==> src/assert_macros.svh <==
// ----------------------------------------------------------------------------
// Assertion macros
// Shared forms of concurrent assertions for the slot pool RTL.
// ----------------------------------------------------------------------------
`ifndef ASSERT_MACROS_SVH
`define ASSERT_MACROS_SVH

// check on every edge outside reset
`define RBSP_ASSERT(label, prop, msg) \
    label: assert property (@(posedge i_clk) disable iff (!i_rst_n) (prop)) \
        else $error(msg);

// check that also holds across reset
`define RBSP_ASSERT_ALWAYS(label, prop, msg) \
    label: assert property (@(posedge i_clk) (prop)) else $error(msg);

`endif

==> src/rbsp_pkg.sv <==
// ----------------------------------------------------------------------------
// Slot pool package
// Field widths, codes and shared types of the receive buffer slot pool.
// ----------------------------------------------------------------------------
`default_nettype none

package rbsp_pkg;

    localparam int ADDR_W = 32;
    localparam int LEN_W  = 16;
    localparam int HDR_W  = 12;
    localparam int IDX_W  = 5;
    localparam int MAP_W  = 32;

    localparam logic [HDR_W-1:0] HEADER_RESET = 12'd64;

    typedef enum logic [1:0] {
        ACT_ALLOC = 2'd0,
        ACT_FREE  = 2'd1,
        ACT_TAKE  = 2'd2
    } t_action;

    typedef enum logic [2:0] {
        ST_OK        = 3'd0,
        ST_TOO_LARGE = 3'd1,
        ST_FULL      = 3'd2,
        ST_BAD_ADDR  = 3'd3,
        ST_NONE      = 3'd4
    } t_status;

    typedef enum logic {
        CFG_POOL_BASE = 1'b0,
        CFG_HEADER    = 1'b1
    } t_cfg_reg;

    // free address decode: inside the pool, and the slot it falls in
    typedef struct packed {
        logic             hit;
        logic [IDX_W-1:0] idx;
    } t_free_dec;

    // outcome of one word against the slot maps
    typedef struct packed {
        t_status          status;
        logic [IDX_W-1:0] idx;
    } t_grant;

endpackage

`default_nettype wire

==> src/rbsp_addr_decode.sv <==
// ----------------------------------------------------------------------------
// Free address decode
// Range check of a byte address against the pool and the slot that holds it.
// ----------------------------------------------------------------------------
`default_nettype none

module rbsp_addr_decode #(
    parameter int SLOTS      = 32,
    parameter int SLOT_BYTES = 2048
) (
    input  wire logic [rbsp_pkg::ADDR_W-1:0] i_address,
    input  wire logic [rbsp_pkg::ADDR_W-1:0] i_pool_base,
    output rbsp_pkg::t_free_dec              o_dec
);

    localparam int AW = rbsp_pkg::ADDR_W;
    localparam int IW = rbsp_pkg::IDX_W;
    localparam logic [AW:0] SPAN = (AW+1)'(SLOTS * SLOT_BYTES);

    logic [AW:0]   diff;
    logic [IW-1:0] idx;

    // the top bit is the borrow: address below the base
    assign diff = {1'b0, i_address} - {1'b0, i_pool_base};

    // slot boundaries rise with k, so the last boundary passed wins
    always_comb begin
        idx = '0;
        for (int k = 1; k < SLOTS; k++) begin
            if (diff[AW-1:0] >= AW'(k * SLOT_BYTES)) begin
                idx = IW'(k);
            end
        end
    end

    assign o_dec.hit = !diff[AW] && (diff < SPAN);
    assign o_dec.idx = idx;

endmodule

`default_nettype wire

==> src/rbsp_slot_maps.sv <==
// ----------------------------------------------------------------------------
// Slot maps
// In-use and pending bitmaps with the allocate, free and take-next decisions.
// ----------------------------------------------------------------------------
`default_nettype none
`include "assert_macros.svh"

module rbsp_slot_maps #(
    parameter int SLOTS      = 32,
    parameter int SLOT_BYTES = 2048
) (
    input  wire logic                       i_clk,
    input  wire logic                       i_rst_n,
    input  wire logic                       i_go,
    input  wire rbsp_pkg::t_action          i_action,
    input  wire logic [rbsp_pkg::LEN_W-1:0] i_length,
    input  wire logic [rbsp_pkg::HDR_W-1:0] i_header,
    input  wire rbsp_pkg::t_free_dec        i_free,
    output rbsp_pkg::t_grant                o_grant
);

    localparam int IW  = rbsp_pkg::IDX_W;
    localparam int SZW = rbsp_pkg::LEN_W + 1;
    localparam logic [SZW-1:0] SLOT_SIZE = SZW'(SLOT_BYTES);

    logic [SLOTS-1:0] r_used, n_used;
    logic [SLOTS-1:0] r_pend, n_pend;

    logic [SLOTS-1:0] free_bits;
    logic [SLOTS-1:0] free_hot;
    logic [SLOTS-1:0] pend_hot;
    logic [SLOTS-1:0] addr_hot;
    logic [IW-1:0]    free_idx;
    logic [IW-1:0]    pend_idx;
    logic [SZW-1:0]   need;
    logic             too_large;
    rbsp_pkg::t_grant grant;

    assign free_bits = ~r_used;
    assign need      = SZW'(i_length) + SZW'(i_header);
    assign too_large = need > SLOT_SIZE;

    // isolate the lowest set bit
    assign free_hot = free_bits & (~free_bits + SLOTS'(1));
    assign pend_hot = r_pend & (~r_pend + SLOTS'(1));

    always_comb begin
        free_idx = '0;
        pend_idx = '0;
        addr_hot = '0;
        for (int i = SLOTS - 1; i >= 0; i--) begin
            if (free_bits[i]) begin
                free_idx = IW'(i);
            end
            if (r_pend[i]) begin
                pend_idx = IW'(i);
            end
        end
        for (int i = 0; i < SLOTS; i++) begin
            addr_hot[i] = (i_free.idx == IW'(i));
        end
    end

    always_comb begin
        grant.status = rbsp_pkg::ST_OK;
        grant.idx    = '0;
        n_used       = r_used;
        n_pend       = r_pend;
        case (i_action)
            rbsp_pkg::ACT_ALLOC: begin
                if (too_large) begin
                    grant.status = rbsp_pkg::ST_TOO_LARGE;
                end else if (free_bits == '0) begin
                    grant.status = rbsp_pkg::ST_FULL;
                end else begin
                    grant.idx = free_idx;
                    n_used    = r_used | free_hot;
                    n_pend    = r_pend | free_hot;
                end
            end
            rbsp_pkg::ACT_FREE: begin
                if (!i_free.hit) begin
                    grant.status = rbsp_pkg::ST_BAD_ADDR;
                end else begin
                    grant.idx = i_free.idx;
                    n_used    = r_used & ~addr_hot;
                end
            end
            default: begin
                // take next; the unused code lands here too
                if (r_pend == '0) begin
                    grant.status = rbsp_pkg::ST_NONE;
                end else begin
                    grant.idx = pend_idx;
                    n_used    = r_used & ~pend_hot;
                    n_pend    = r_pend & ~pend_hot;
                end
            end
        endcase
    end

    always_ff @(posedge i_clk) begin
        if (!i_rst_n) begin
            r_used <= '0;
            r_pend <= '0;
        end else if (i_go) begin
            r_used <= n_used;
            r_pend <= n_pend;
        end
    end

    assign o_grant = grant;

    `RBSP_ASSERT_ALWAYS(a_maps_clear_after_reset,
        !i_rst_n |=> (r_used == '0) && (r_pend == '0),
        "slot maps not clear after reset")
    `RBSP_ASSERT(a_refusal_keeps_maps,
        i_go && (grant.status != rbsp_pkg::ST_OK) |=> $stable(r_used) && $stable(r_pend),
        "refused word changed the slot maps")
    `RBSP_ASSERT(a_alloc_marks_slot,
        i_go && (i_action == rbsp_pkg::ACT_ALLOC) && (grant.status == rbsp_pkg::ST_OK)
            |=> ((r_used & $past(free_hot)) != '0) && ((r_pend & $past(free_hot)) != '0),
        "allocated slot not marked in use and pending")

endmodule

`default_nettype wire

==> src/receive_buffer_slot_pool.sv <==
// ----------------------------------------------------------------------------
// Receive buffer slot pool
// Allocates, frees and hands on fixed-size receive slots tracked by bitmaps.
// ----------------------------------------------------------------------------
//  channel  | direction | data                         | user
//  ---------+-----------+------------------------------+-------------
//  s (req)  | in        | length[15:0], address[47:16] | action[1:0]
//  m (res)  | out       | slot_index[4:0],             | status[2:0]
//           |           | slot_address[36:5]           |
//  cfg      | in        | index 0 pool_base, 1 header_bytes
//
//  One word per cycle sustained while m is ready; each word passes the input
//  register, then the result register after the map update.
//  The slot maps see one word a cycle, so each word observes every earlier one.
//  A stall on m holds the result register, then the input register, then s.
//  Reset clears both maps and the handshake state; pool_base to 0, header to 64.
// ----------------------------------------------------------------------------
`default_nettype none
`include "assert_macros.svh"

module receive_buffer_slot_pool #(
    parameter int SLOTS      = 32,
    parameter int SLOT_BYTES = 2048
) (
    input  wire logic        i_clk,
    input  wire logic        i_rst_n,
    // request stream
    input  wire logic        i_s_tvalid,
    output logic             o_s_tready,
    input  wire logic [47:0] i_s_tdata,   // length[15:0], address[47:16]
    input  wire logic [1:0]  i_s_tuser,   // action[1:0]
    // result stream
    output logic             o_m_tvalid,
    input  wire logic        i_m_tready,
    output logic [39:0]      o_m_tdata,   // slot_index[4:0], slot_address[36:5], zero
    output logic [2:0]       o_m_tuser,   // status[2:0]
    // configuration writes
    input  wire logic        i_cfg_valid,
    output logic             o_cfg_ready,
    input  wire logic        i_cfg_index,
    input  wire logic [31:0] i_cfg_data
);

    localparam int AW = rbsp_pkg::ADDR_W;
    localparam int LW = rbsp_pkg::LEN_W;
    localparam int HW = rbsp_pkg::HDR_W;
    localparam int IW = rbsp_pkg::IDX_W;

    logic              r_in_valid;
    rbsp_pkg::t_action r_action;
    logic [LW-1:0]     r_length;
    logic [AW-1:0]     r_address;

    logic              r_out_valid;
    rbsp_pkg::t_status r_status;
    logic [IW-1:0]     r_idx;
    logic [AW-1:0]     r_slot_addr;

    logic [AW-1:0]     r_pool_base;
    logic [HW-1:0]     r_header;

    logic                stage_go;
    logic                in_take;
    rbsp_pkg::t_free_dec free_dec;
    rbsp_pkg::t_grant    grant;
    logic [AW-1:0]       slot_off;
    logic [AW-1:0]       n_slot_addr;

    // refuse words while reset is held
    assign stage_go   = r_in_valid && (!r_out_valid || i_m_tready);
    assign o_s_tready = i_rst_n && (!r_in_valid || stage_go);
    assign in_take    = i_s_tvalid && o_s_tready;

    rbsp_addr_decode #(
        .SLOTS      (SLOTS),
        .SLOT_BYTES (SLOT_BYTES)
    ) u_addr_decode (
        .i_address   (r_address),
        .i_pool_base (r_pool_base),
        .o_dec       (free_dec)
    );

    rbsp_slot_maps #(
        .SLOTS      (SLOTS),
        .SLOT_BYTES (SLOT_BYTES)
    ) u_slot_maps (
        .i_clk    (i_clk),
        .i_rst_n  (i_rst_n),
        .i_go     (stage_go),
        .i_action (r_action),
        .i_length (r_length),
        .i_header (r_header),
        .i_free   (free_dec),
        .o_grant  (grant)
    );

    // address wraps modulo 2^32; zero unless the word succeeded
    assign slot_off    = AW'(grant.idx) * AW'(SLOT_BYTES);
    assign n_slot_addr = (grant.status == rbsp_pkg::ST_OK) ? r_pool_base + slot_off : '0;

    always_ff @(posedge i_clk) begin
        if (!i_rst_n) begin
            r_in_valid  <= 1'b0;
            r_out_valid <= 1'b0;
        end else begin
            if (in_take) begin
                r_in_valid <= 1'b1;
            end else if (stage_go) begin
                r_in_valid <= 1'b0;
            end
            if (stage_go) begin
                r_out_valid <= 1'b1;
            end else if (i_m_tready) begin
                r_out_valid <= 1'b0;
            end
        end
    end

    always_ff @(posedge i_clk) begin
        if (in_take) begin
            r_action  <= rbsp_pkg::t_action'(i_s_tuser);
            r_length  <= i_s_tdata[LW-1:0];
            r_address <= i_s_tdata[LW+AW-1:LW];
        end
        if (stage_go) begin
            r_status    <= grant.status;
            r_idx       <= grant.idx;
            r_slot_addr <= n_slot_addr;
        end
    end

    // configuration
    assign o_cfg_ready = i_rst_n;

    always_ff @(posedge i_clk) begin
        if (!i_rst_n) begin
            r_pool_base <= '0;
            r_header    <= rbsp_pkg::HEADER_RESET;
        end else if (i_cfg_valid) begin
            unique case (rbsp_pkg::t_cfg_reg'(i_cfg_index))
                rbsp_pkg::CFG_POOL_BASE: r_pool_base <= i_cfg_data;
                rbsp_pkg::CFG_HEADER:    r_header    <= i_cfg_data[HW-1:0];
                default:                 r_header    <= r_header;
            endcase
        end
    end

    assign o_m_tvalid = r_out_valid;
    assign o_m_tdata  = {3'b000, r_slot_addr, r_idx};
    assign o_m_tuser  = r_status;

    `RBSP_ASSERT(a_refusal_zero_payload,
        r_out_valid && (r_status != rbsp_pkg::ST_OK) |-> (r_idx == '0) && (r_slot_addr == '0),
        "refused result carries a slot")
    `RBSP_ASSERT(a_empty_output_takes_word,
        !r_out_valid |-> o_s_tready,
        "request side stalled with the result register empty")

endmodule

`default_nettype wire

==> config.mk <==
export PLATFORM = sky130hd
export DESIGN_NAME = receive_buffer_slot_pool
export DESIGN_NICKNAME = d
export VERILOG_FILES = /design/src/rbsp_pkg.sv /design/src/rbsp_addr_decode.sv /design/src/rbsp_slot_maps.sv /design/src/receive_buffer_slot_pool.sv
export VERILOG_INCLUDE_DIRS = /design/src /design/src/src
export SDC_FILE = /design/constraint.sdc
export NUM_CORES = 1
export LEC_CHECK = 0
export ABC_AREA = 1
export BUFFER_PORTS_ARGS = -buffer_cell sky130_fd_sc_hd__buf_2
export CAP_MARGIN = 30
export CORE_ASPECT_RATIO = 1.75
export CORE_MARGIN = 2
export CORE_UTILIZATION = 30
export CTS_CLUSTER_SIZE = 40
export DETAILED_ROUTE_END_ITERATION = 8
export PLACE_DENSITY = 0.53
export RECOVER_POWER = 100
export SYNTH_ARGS = -nofsm -noshare
export SYNTH_HDL_FRONTEND = slang
export SYNTH_SLANG_ARGS = --single-unit
export TNS_END_PERCENT = 20
==> constraint.sdc <==
create_clock -name i_clk -period 8.4 [get_ports i_clk]
set_input_delay 1.68 -clock i_clk [delete_from_list [all_inputs] [get_ports i_clk]]
set_output_delay 1.68 -clock i_clk [all_outputs]
set_load 0.05 [all_outputs]
Word level (Yosys, flattened, before mapping)
Cells that the tools add are included.

Register bits after elaboration: 200. Input port bits: 88. Output and inout bits: 46. Logic and storage cells: 238.

Reductions and logical operators: 20. $add $sub $neg: 5. Mux-type cells: 117. Eq/ne operators: 37. $lt $le $gt $ge: 33. Bitwise logic cells: 14.

Operators by type and width (number): $ge A32 B16 Y1 const B (16); $mux W5 (84); $ge A32 B15 Y1 const B (8); $mux W32 (7); $and A32 B32 Y32 (5); $not A32 Y32 (5); $ge A32 B14 Y1 const B (4); $pmux W32 S2 (2); $eq A5 B5 Y1 const B (16); $add A32 B1 Y32 const B (2); $ge A32 B13 Y1 const B (2); $logic_not A32 Y1 (2); $or A32 B32 Y32 (2); $eq A5 B4 Y1 const B (8); $lt A33 B17 Y1 const B (1); $sub A32 B32 Y33 (1); $add A32 B16 Y32 (1); $ge A32 B12 Y1 const B (1); $mux W4 (8); $eq A5 B3 Y1 const B (4); $add A16 B12 Y17 (1); $gt A17 B12 Y1 const B (1); $pmux W8 S2 (1); $mux W3 (5); other kinds (18) (39).

Depth between registers and ports, before layout
Gate-level depths: netlist of the first run.

Depth after elaboration: 38. Depth in mapped cells: 60. Mapped depth without buffers: 60.

Modules after synthesis
Synthesis of the first run repeated with hierarchy kept, for this count alone.

Cell total of the unflattened synthesis: 2229. Area, all modules: 14580.2 sq um.

Modules (own cells, without submodules): rbsp_slot_maps (cells an instance 1036, times used 1, area each 5968.2 sq um); receive_buffer_slot_pool (cells an instance 474, times used 1, area each 5203.7 sq um); rbsp_addr_decode (cells an instance 719, times used 1, area each 3408.3 sq um).

Worst setup path before layout of the first run
No wires, ideal clock.

Kind: register to register. Start point: register r_address[0]. End point: register r_slot_addr[31], data pin. Stages on the path, launching flop included: 61. Slack: 2.225 ns. Library setup time: 0.268 ns. Arrival time: 5.906 ns. Cell sequence: edfxtp_1 > inv_1 > ha_1 > fa_1 > inv_1 > nand2_1 > nand2_1 > nand3_1 > nand2_1 > nand2_1 > nand2_1 > nand2_1 > nand2_1 > nand2_1 > nand2_1 > nand2_1 > nor2_1 > nand2_1 > [... 25 more ...] > a21oi_1 > ha_1 > inv_1 > fa_1 > nor2_1 > nor2_1 > o21bai_1 > nand2_1 > a21oi_1 > inv_1 > nor3_1 > nand3_1 > nor3_1 > nand3_1 > nor3_1 > nand4_1 > nor2_1 > nor3b_1.

RTL lines: start, declared (line receive_buffer_slot_pool.sv:52) `logic [AW-1:0] r_address;`; start signal, assigned (line receive_buffer_slot_pool.sv:123) `r_address <= i_s_tdata[LW+AW-1:LW];`; end signal, assigned (line receive_buffer_slot_pool.sv:128) `r_slot_addr <= n_slot_addr;`; end, declared (line receive_buffer_slot_pool.sv:57) `logic [AW-1:0] r_slot_addr;`.

Worst setup path after layout of the first run
Start point: input port i_m_tready. End point: register u_slot_maps.r_pend[1].

Longest elaborated chain between the ends: 3.

RTL lines: start, declared (line receive_buffer_slot_pool.sv:34) `input wire logic i_m_tready,`; $logic_or A1 B1 Y1 (line receive_buffer_slot_pool.sv:70) `assign stage_go = r_in_valid && (!r_out_valid || i_m_tready);`; $logic_and A1 B1 Y1 (line receive_buffer_slot_pool.sv:70); net stage_go (line receive_buffer_slot_pool.sv:62) `logic stage_go;`; $reduce_and A5 Y1 (no line); end signal, assigned (line rbsp_slot_maps.sv:108) `r_pend <= n_pend;`; end, declared (line rbsp_slot_maps.sv:27) `logic [SLOTS-1:0] r_pend, n_pend;`.

The timed path passes the listed nets, and every way through them passes these cells. A chain may end at the register's enable or synchronous reset.

==> results of run 1 <==
==> power by group <==
group / total (mW) / internal (mW) / switching, mW
clock: 0.916 / 0.423 / 0.493
combinational: 0.587 / 0.160 / 0.427
sequential: 1.10 / 1.07 / 0.0305
total: 2.60 / 1.65 / 0.951
==> synth_stat cells, types with 2 or more instances <==
master       n  share of area
nor4_1      10         0.0049
nor2_1     210          0.061
a311oi_1     4         0.0027
a221oi_1     3         0.0020
ha_1        49          0.048
or2_1        2        0.00097
dfxtp_1    110           0.17
nand3b_1     7         0.0041
a211oi_1    11         0.0064
nand2_1    434           0.13
o31ai_1     11         0.0064
inv_2       10         0.0029
and2_1       5         0.0024
o21ai_1      2        0.00078
a31oi_1     26          0.013
or2_2        2        0.00097
nand2_2      4         0.0019
nor3b_1      8         0.0047
fa_1         3         0.0047
o2111ai_1    5         0.0034
nor3_1      57          0.022
o211ai_1     3         0.0018
edfxtp_1    90           0.21
o41ai_1      2         0.0014
clkbuf_1    46          0.013
buf_4        5         0.0029
xnor2_2      2         0.0025
xor2_1      16          0.011
o21bai_1    14         0.0082
a21oi_1    152          0.059
o21ai_0    129          0.050
nand4_1     34          0.017
buf_2        2        0.00078
nand3_1     72          0.028
inv_1      297          0.087
clkinv_1     5         0.0015
a2111oi_0    2         0.0014
xnor2_1      2         0.0014
==> tightest hold or removal path: stages, from the launching register on <==
cell and delay (ps):
dfxtp_1 330, inv_1 70, a21oi_1 50
==> final cells by class <==
type | instances | area (um^2) | area share
multi-input cells | 1302 | 6608 | 0.4494
flip-flops and latches | 200 | 4905 | 0.3336
inverters | 312 | 1171 | 0.07965
well taps | 561 | 701.9 | 0.04774
repair buffers | 145 | 675.6 | 0.04595
clock buffers | 17 | 425.4 | 0.02893
clock inverters | 15 | 217.7 | 0.01481
==> routing by layer <==
layer | routed length [um] | GRT usage | part of all wire
met1 | 17340 | 0.2189 | 0.36
met2 | 25880 | 0.4061 | 0.53
met3 | 1752 | 0.02751 | 0.036
met4 | 3719 | 0.1564 | 0.076
met5 | 0 | 0 | 0
==> state kept, by name, indices dropped and copies added, names as in the netlist <==
signal              count
r_idx                   5
r_header               12
r_slot_addr            32
r_address              32
r_in_valid              1
o_m_tuser               3
r_action                2
r_length               16
r_pool_base            32
u_slot_maps.r_pend     32
u_slot_maps.r_used     32
o_m_tvalid              1
==> worst paths after layout <==
kind | start | end | slack (ps) | cells past startpoint
max | i_m_tready | u_slot_maps.r_pend[1] | 950 | 14
min | r_pool_base[14] | r_pool_base[14] | 490 | 2
max reg2reg | r_pool_base[11] | r_slot_addr[31] | 1000 | 53
min reg2reg | r_pool_base[14] | r_pool_base[14] | 490 | 2
==> repair_timing <==
item	4_1_cts	5_1_grt
setup buffers	0	0
endpoints found under the setup margin	0	6
gates resized for setup	0	7
==> cells by family (layout without fill, tap and decap cells) <==
| logic type | after synthesis | after routing | share of synthesized area |
|---|---|---|---|
| AOI/OAI and AO/OA | 376 | 376 | 0.1647 |
| xor gates and xnor gates | 20 | 20 | 0.01479 |
| adders and majority gates | 52 | 52 | 0.05235 |
| buffers and inverters | 365 | 489 | 0.1082 |
| DFF | 200 | 200 | 0.3814 |
| other | 1 | 3 | 0.0002916 |
| and+or+nand+nor | 851 | 851 | 0.2782 |
==> metrics by stage <==
step | total power, mW | instances
6_report | 2.599 | 2552
3_5_place_dp | 1.698 | 2520
2_1_floorplan | 1.492 | 1867
4_1_cts | 2.618 | 2552
3_3_place_gp | 1.698 | 2519
5_1_grt | 2.721 | 2552
==> flow_summary.json, run 1 <==
{
  "status": "complete, but fails checks",
  "violations": "capacitance limit, slew limit",
  "fin_area_um2": 14700,
  "tightestPinTransition_ps": 3679,
  "setup_tns_ps": 0,
  "fin_nets": 2118,
  "grt_pass1_wl_um": 73470,
  "vdd_drop_max_mv": 0.1265,
  "ys_seq_elements": 200,
  "place_area_um2": 14130,
  "clk_latency_ps": 480,
  "drtAntennaViolNets": 0,
  "fmax_mhz": 134.2,
  "finalSetupViolCount": 0,
  "critical_path_class": "primary input to flip-flop",
  "wirelength_um": 48680,
  "cts_tree": "yes",
  "drive_gt1_frac": 0.07182,
  "ys_types": 57,
  "path_clk_slew_ps": 90,
  "clockBufferDepth": 2,
  "die_area_um2": 44600,
  "utilization": 0.3467,
  "drt-wirelength-per-cell_um": 19.08,
  "whs_ps": 488.0,
  "drc": 0,
  "grt-ovfl-total": 0,
  "min_path_type": "flip-flop to flip-flop",
  "cts-root-buf": "clkbuf_16",
  "critPathCaptureType": "flip-flop",
  "cp_slowest_cell": "clkbuf_1",
  "hpwl_um": 37950,
  "area_growth_pct": 14.35,
  "layout_commonest_cell": "nand2_1",
  "finClkSkew_ps": 23.72,
  "period_needed_ps": 7451,
  "netlist_area_um2": 12860,
  "n_antenna_cell": 0,
  "slew_violations": 241,
  "grt_max_degree": 78,
  "synth-edff-count": 90,
  "fillers": 4625,
  "grt_pass1_vias": 12953,
  "ys_warn_count": 0,
  "hold_viol": 0,
  "coreArea_um2": 42420,
  "num_rows": 100,
  "pin_count": 134,
  "leakage_nw": 6.180,
  "vias": 13086,
  "yosysSeqAreaShare": 0.3814,
  "cts_made_buffers": 17,
  "crit_top_cell": "nand2_1",
  "slew-limit-headroom": -1.453,
  "hold_buffers": 0,
  "cap_violations": 5,
  "slowest_delay_ps": 1850,
  "place.gp.congestion": 0.9872,
  "die_w_um": 160.5,
  "p_per_area_nw_per_um2": 176.8,
  "die_y_um": 277.9,
  "path_buf_inv": 6,
  "antenna_found_initial": 0,
  "fin_ws_ps": 949.2,
  "post-place-ws_ps": 359.9,
  "path_delay_family": "buffers and inverters",
  "crit_arrival_ps": 7740,
  "crit_fanout": 41,
  "cp.required_ps": 8680,
  "start_kind": "primary input",
  "drt_first_pass_iters": 6,
  "final_cell_mix": "nand2_1 (433), inv_1 (299), nor2_1 (207)",
  "placement.io_buffers": 130,
  "syn_inst": 1865,
  "rsz0062_at_grt": "false",
  "synth_ff_type": "dfxtp_1",
  "grtUsageTotal": 0.2172,
  "crit_chain": "buf_2 -> inv_1 -> nand2_1 -> nand2_1 -> clkinv_1 -> clkbuf_1 -> o21ai_0 -> nor2_1 -> nand2_1 -> nor2_1 -> clkbuf_1 -> inv_1 -> o31ai_1 -> a21oi_1",
  "fin_crit_sh": 0.8870,
  "drtIter0Drc": 965,
  "initial_core_util": 0.3032,
  "htree_levels": 4,
  "synth_area_per_cell_um2": 6.895,
  "avgViaCountPerCell": 5.128,
  "numClockSinks": 200,
  "async_reset_ff_frac": 0
}
Power figures use the tool's default switching activity.
==> run 2, diff against run 1 <==
ABC_AREA = not set   (was 1)
PLACE_DENSITY = 0.54   (was 0.53)
SETUP_SLACK_MARGIN = 0.3   (was not set)
==> run 2 against run 1 <==
The run still ends with capacitance limit, slew limit left. Clock skew shrank 6.4 ps. Count of clock-buffer cells in the layout is the same. Sequential power shrank 4%. Area after synthesis shrank 8.9%. Largest cell class unchanged.
==> flow_summary.json, run 2 <==
{
  "synth.cells.most_frequent": "nand2_1 (188), nor2_1 (119), a21oi_1 (117)",
  "cts_tree": "yes",
  "pin_count": 134,
  "grt-ovfl-total": 0,
  "num_rows": 95,
  "die_y_um": 265.4,
  "drive_gt1_frac": 0.1023,
  "p_per_area_nw_per_um2": 168.5,
  "power_mw": 2.251,
  "drt-wirelength-per-cell_um": 21.96,
  "cap_violations": 6,
  "hold_buffers": 0,
  "clk_latency_ps": 470,
  "grt_pass1_vias": 11152,
  "finalSetupViolCount": 0,
  "post_cts_buffers": 0,
  "grtUsageTotal": 0.2085,
  "slew-limit-headroom": -1.037,
  "leakage_nw": 4.788,
  "tightestPinTransition_ps": 3055,
  "synth.area.top_cells": "edfxtp_1 (23%), dfxtp_1 (19%), nand2_1 (6.0%)",
  "grt_pass1_wl_um": 64450,
  "cts_made_buffers": 17,
  "rsz0062_at_grt": "false",
  "grt_max_degree": 51,
  "slew_violations": 243,
  "min_path_type": "flip-flop to flip-flop",
  "netlist_area_um2": 11710,
  "hpwl_um": 33250,
  "period_needed_ps": 7031,
  "cp_slowest_cell": "o311ai_0",
  "coreArea_um2": 38510,
  "critPathCaptureType": "flip-flop",
  "ys_types": 82,
  "status": "complete, but fails checks",
  "fin_ws_ps": 1369,
  "place_area_um2": 12870,
  "cp.required_ps": 8560,
  "crit_arrival_ps": 7190,
  "place.gp.congestion": 1.009,
  "cts_resized": 0,
  "post-place-ws_ps": 1975,
  "fin_nets": 1613,
  "yosysTopAreaCellShare": 0.2308,
  "htree_levels": 4,
  "synth_most_common_cell": "nand2_1",
  "synth_area_per_cell_um2": 8.555,
  "critical_path_class": "flip-flop to flip-flop",
  "wirelength_um": 43280,
  "area_growth_pct": 14.08,
  "clockBufferDepth": 2,
  "final_cell_mix": "nand2_1 (188), nor2_1 (119), a21oi_1 (117)",
  "die_area_um2": 40700,
  "yosysSeqAreaShare": 0.4188,
  "synth_area_leader_cell": "edfxtp_1",
  "avgViaCountPerCell": 5.618,
  "fin_crit_sh": 0.8370,
  "drt_first_pass_iters": 6,
  "placement.io_buffers": 130,
  "drtAntennaViolNets": 0,
  "path_clk_slew_ps": 90,
  "ys_seq_elements": 200,
  "start_kind": "flip-flop",
  "layout_commonest_cell": "nand2_1",
  "synth_ff_type": "dfxtp_1",
  "die_w_um": 153.4,
  "fmax_mhz": 142.2,
  "initial_core_util": 0.3041,
  "antenna_found_initial": 0,
  "vias": 11073,
  "utilization": 0.3469,
  "fin_area_um2": 13360,
  "vdd_drop_max_mv": 0.1600,
  "slowest_delay_ps": 1070,
  "hold_viol": 0,
  "cts-root-buf": "clkbuf_16",
  "syn_inst": 1369,
  "n_antenna_cell": 0,
  "async_reset_ff_frac": 0,
  "synth-edff-count": 90,
  "drc": 0,
  "crit_fanout": 11,
  "setup_tns_ps": 0,
  "violations": "capacitance limit, slew limit",
  "finClkSkew_ps": 17.28,
  "numClockSinks": 200,
  "drtIter0Drc": 997,
  "ys_warn_count": 0
}
run 2: changes by cell type after synthesis, sizes merged, moves of 14 or more:
cell / change
a21o: +26
a21oi: -35
and3: +17
inv: -217
nand2: -248
nand3: -31
nand4: -17
nor2: -92
nor3: -15
o21a: +14
o21ai: -71
or3: +23
xnor2: +22
run 2: critical path, delay by kind of cell (launching register included):
| kind | cells | cell delay (ps) |
|---|---|---|
| AOI/OAI and AO/OA | 8 | 2810 |
| buffers and inverters | 2 | 120 |
| adders and majority gates | 4 | 980 |
| xor gates and xnor gates | 1 | 140 |
| and+or+nand+nor | 11 | 2270 |
| DFF | 1 | 380 |
run 2: power by group:
| part | leakage [nW] | internal (mW) | total, mW | switching [mW] |
|---|---|---|---|---|
| Combinational | 2.75 | 0.106 | 0.333 | 0.226 |
| Sequential | 1.75 | 1.05 | 1.06 | 0.0165 |
| Clock | 0.292 | 0.404 | 0.854 | 0.450 |
| Total | 4.79 | 1.56 | 2.25 | 0.693 |
run 2: worst paths after layout:
path | from | endpoint | slack (ps) | cells past startpoint
setup / recovery | r_address[0] | r_slot_addr[31] | 1370 | 26
hold / removal | r_pool_base[6] | r_pool_base[6] | 460 | 2
setup reg to reg | r_address[0] | r_slot_addr[31] | 1370 | 26
hold reg to reg | r_pool_base[6] | r_pool_base[6] | 460 | 2
run 2: through the flow:
| step | instances | hold WS, ps |
|---|---|---|
| 4_1_cts | 1970 | 459.1 |
| 2_1_floorplan | 1371 | 436.3 |
| 3_3_place_gp | 1938 | 442.9 |
| 3_5_place_dp | 1938 | 447.0 |
| 6_report | 1971 | 457.2 |
| 5_1_grt | 1971 | 478.4 |
run 2: layer usage:
metal,vias to the layer above,routed length (um),track usage
li1,5211,-,-
met2,438,23300,0.3958
met1,5267,14970,0.2035
met3,157,1903,0.03421
met4,0,3106,0.1433
met5,-,0,0
run 2: logic make-up after synthesis:
kind of cell | count (synthesis) | synth area share
compound gates | 391 | 0.2249
xor+xnor | 33 | 0.02468
fa+ha+maj | 52 | 0.05748
buf+inv | 157 | 0.05235
flops | 200 | 0.4188
mux | 3 | 0.002564
other cells | 1 | 0.0003202
simple gates | 532 | 0.2189
run 2: area by class of cell:
class,count,area (um^2)
fill,4048,25150
multi-input combinational,1014,6210
sequential,200,4905
timing repair buffer,149,688.2
tap,485,606.8
clock buffer,17,425.4
inverter,91,341.6
clock inverter,15,183.9
==> run 3, diff against run 2 <==
clock period = 7 ns   (was 8.4 ns; I/O delays follow)
==> run 3 against run 2 <==
The run still ends with capacitance limit, slew limit left. Cell count about the same. Register-to-register slack got worse by 710 ps. Largest power group unchanged. Non-clock buffer count decreased by 1. Global-route usage increased by 0.058 points. Combinational power increased by 18%. Wire length decreased by 1.6%. Fmax increased by 11%. Worst hold slack got worse by 0.60 ps. Clock skew increased by 1.5 ps. Via count decreased by 0.98%. Total power increased by 22%. Clock power increased by 25%. Highest routed layer is now met5.
==> flow_summary.json, run 3 (same netlist as run 2, synthesis figures left out) <==
{
  "path_buf_inv": 2,
  "area_growth_pct": 14.37,
  "path_delay_family": "compound AO/OA/AOI/OAI gates",
  "slowest_delay_ps": 580,
  "fin_crit_sh": 0.9058,
  "drive_gt1_frac": 0.1037,
  "combPwrFrac": 0.143,
  "coreArea_um2": 38510,
  "hpwl_um": 33280,
  "cp.required_ps": 7210,
  "cp_slowest_cell": "o311ai_0",
  "drt_first_pass_iters": 5,
  "avgViaCountPerCell": 5.565,
  "clk_latency_ps": 480,
  "multiInputGateArea_um2": 6230,
  "htree_levels": 4,
  "rsz0062_at_grt": "false",
  "min_path_type": "flip-flop to flip-flop",
  "fmax_mhz": 157.7,
  "fin_ws_ps": 659.6,
  "wirelength_um": 42580,
  "antenna_found_initial": 1,
  "p_per_area_nw_per_um2": 205.0,
  "clockBufferDepth": 2,
  "slew-limit-headroom": -1.087,
  "die_y_um": 265.4,
  "crit_start": "r_pool_base[13]",
  "final_cell_mix": "nand2_1 (188), nor2_1 (119), a21oi_1 (117)",
  "violations": "capacitance limit, slew limit",
  "grt_max_degree": 51,
  "leakage_nw": 4.800,
  "vias": 10964,
  "seqPwrFrac": 0.466,
  "cts-root-buf": "clkbuf_16",
  "whs_ps": 456.6,
  "grt-ovfl-total": 0,
  "grtUsageTotal": 0.2091,
  "power_mw": 2.746,
  "hold_viol": 0,
  "netSwitchingFraction": 0.2964,
  "tightestPinTransition_ps": 3131,
  "initial_core_util": 0.3041,
  "place.gp.congestion": 0.9781,
  "drc": 0,
  "cts_made_buffers": 17,
  "post-place-ws_ps": 595.5,
  "crit_arrival_ps": 6550,
  "drtAntennaViolNets": 0,
  "grt_pass1_wl_um": 64920,
  "fin_nets": 1612,
  "path_clk_slew_ps": 80,
  "crit_fanout": 9,
  "slew_violations": 209,
  "critical_path_class": "flip-flop to flip-flop",
  "start_kind": "flip-flop",
  "regArea_um2": 4905,
  "placement.io_buffers": 130,
  "net-switching-power_mw": 0.8137,
  "setup_tns_ps": 0,
  "grt_pass1_vias": 11324,
  "fillers": 4135,
  "finalSetupViolCount": 0,
  "critPathCaptureType": "flip-flop",
  "drtIter0Drc": 821,
  "finClkSkew_ps": 18.79,
  "hold_start": "r_pool_base[9]",
  "post_cts_buffers": 0,
  "r2r-start": "r_pool_base[13]",
  "cts_tree": "yes",
  "hold_buffers": 0,
  "status": "complete, but fails checks",
  "die_w_um": 153.4,
  "cellInternalPower_mw": 1.932,
  "layout_commonest_cell": "nand2_1",
  "cap_violations": 5,
  "n_antenna_cell": 0,
  "vdd_drop_max_mv": 0.1803,
  "numClockSinks": 200,
  "die_area_um2": 40700,
  "utilization": 0.3478,
  "clockPowerShare": 0.391,
  "num_rows": 95,
  "pin_count": 134,
  "period_needed_ps": 6340,
  "drt-wirelength-per-cell_um": 21.62
}
## run 3: changes by cell type in the layout (fill, tap and decap cells not counted), sizes merged
cell / before / now
clkinvlp: 1 / 0
bufinv: 0 / 2
clkinv: 10 / 7
inv: 95 / 97
buf: 84 / 83
## run 3: cell type report
cell class	instances	area share
clock buffer	17	0.03176
tap	485	0.04531
timing repair buffer	148	0.05054
multi-input combinational	1014	0.4651
sequential	200	0.3662
inverter	91	0.02550
clock inverter	15	0.01560
## run 3: final timing paths
check / to / cells past startpoint / slack [ps]
max: r_slot_addr[31] / 25 / 660
min: r_pool_base[9] / 2 / 460
max reg2reg: r_slot_addr[31] / 25 / 660
min reg2reg: r_pool_base[9] / 2 / 460
## run 3: power groups by stage
| stage | logic [mW] | clock network [mW] | registers, mW |
|---|---|---|---|
| after floorplan | 0.236 | 0 | 1.33 |
| after global placement | 0.391 | 0 | 1.30 |
| after detailed placement | 0.393 | 0 | 1.30 |
| after CTS | 0.395 | 1.10 | 1.28 |
| after global routing | 0.430 | 1.14 | 1.28 |
| final | 0.394 | 1.07 | 1.28 |
## run 3: tightest hold or removal path, cell delays in order, from the launching register on
cell and delay (ps):
dfxtp_1 310, nand2_1 50, a21oi_1 50
## run 3: layer usage
metal,GRT usage,part of all wire,vias up
li1,-,-,5213
met1,0.2037,0.34,5187
met2,0.3961,0.53,389
met3,0.02949,0.037,173
met4,0.1532,0.085,2
met5,0,0.00031,-
## run 3: metrics by stage
stage                     instance area [um^2]  cells
after detailed placement                 12850   1936
after global placement                   12850   1936
after global routing                     13390   1970
after CTS                                13490   1968
final                                    13390   1970
after floorplan                          11720   1371
## run 3: repair_timing
action / CTS / global route
endpoints found under the hold margin: 0 / 0
setup endpoints to repair: 0 / 7
gates resized for setup: 0 / 6
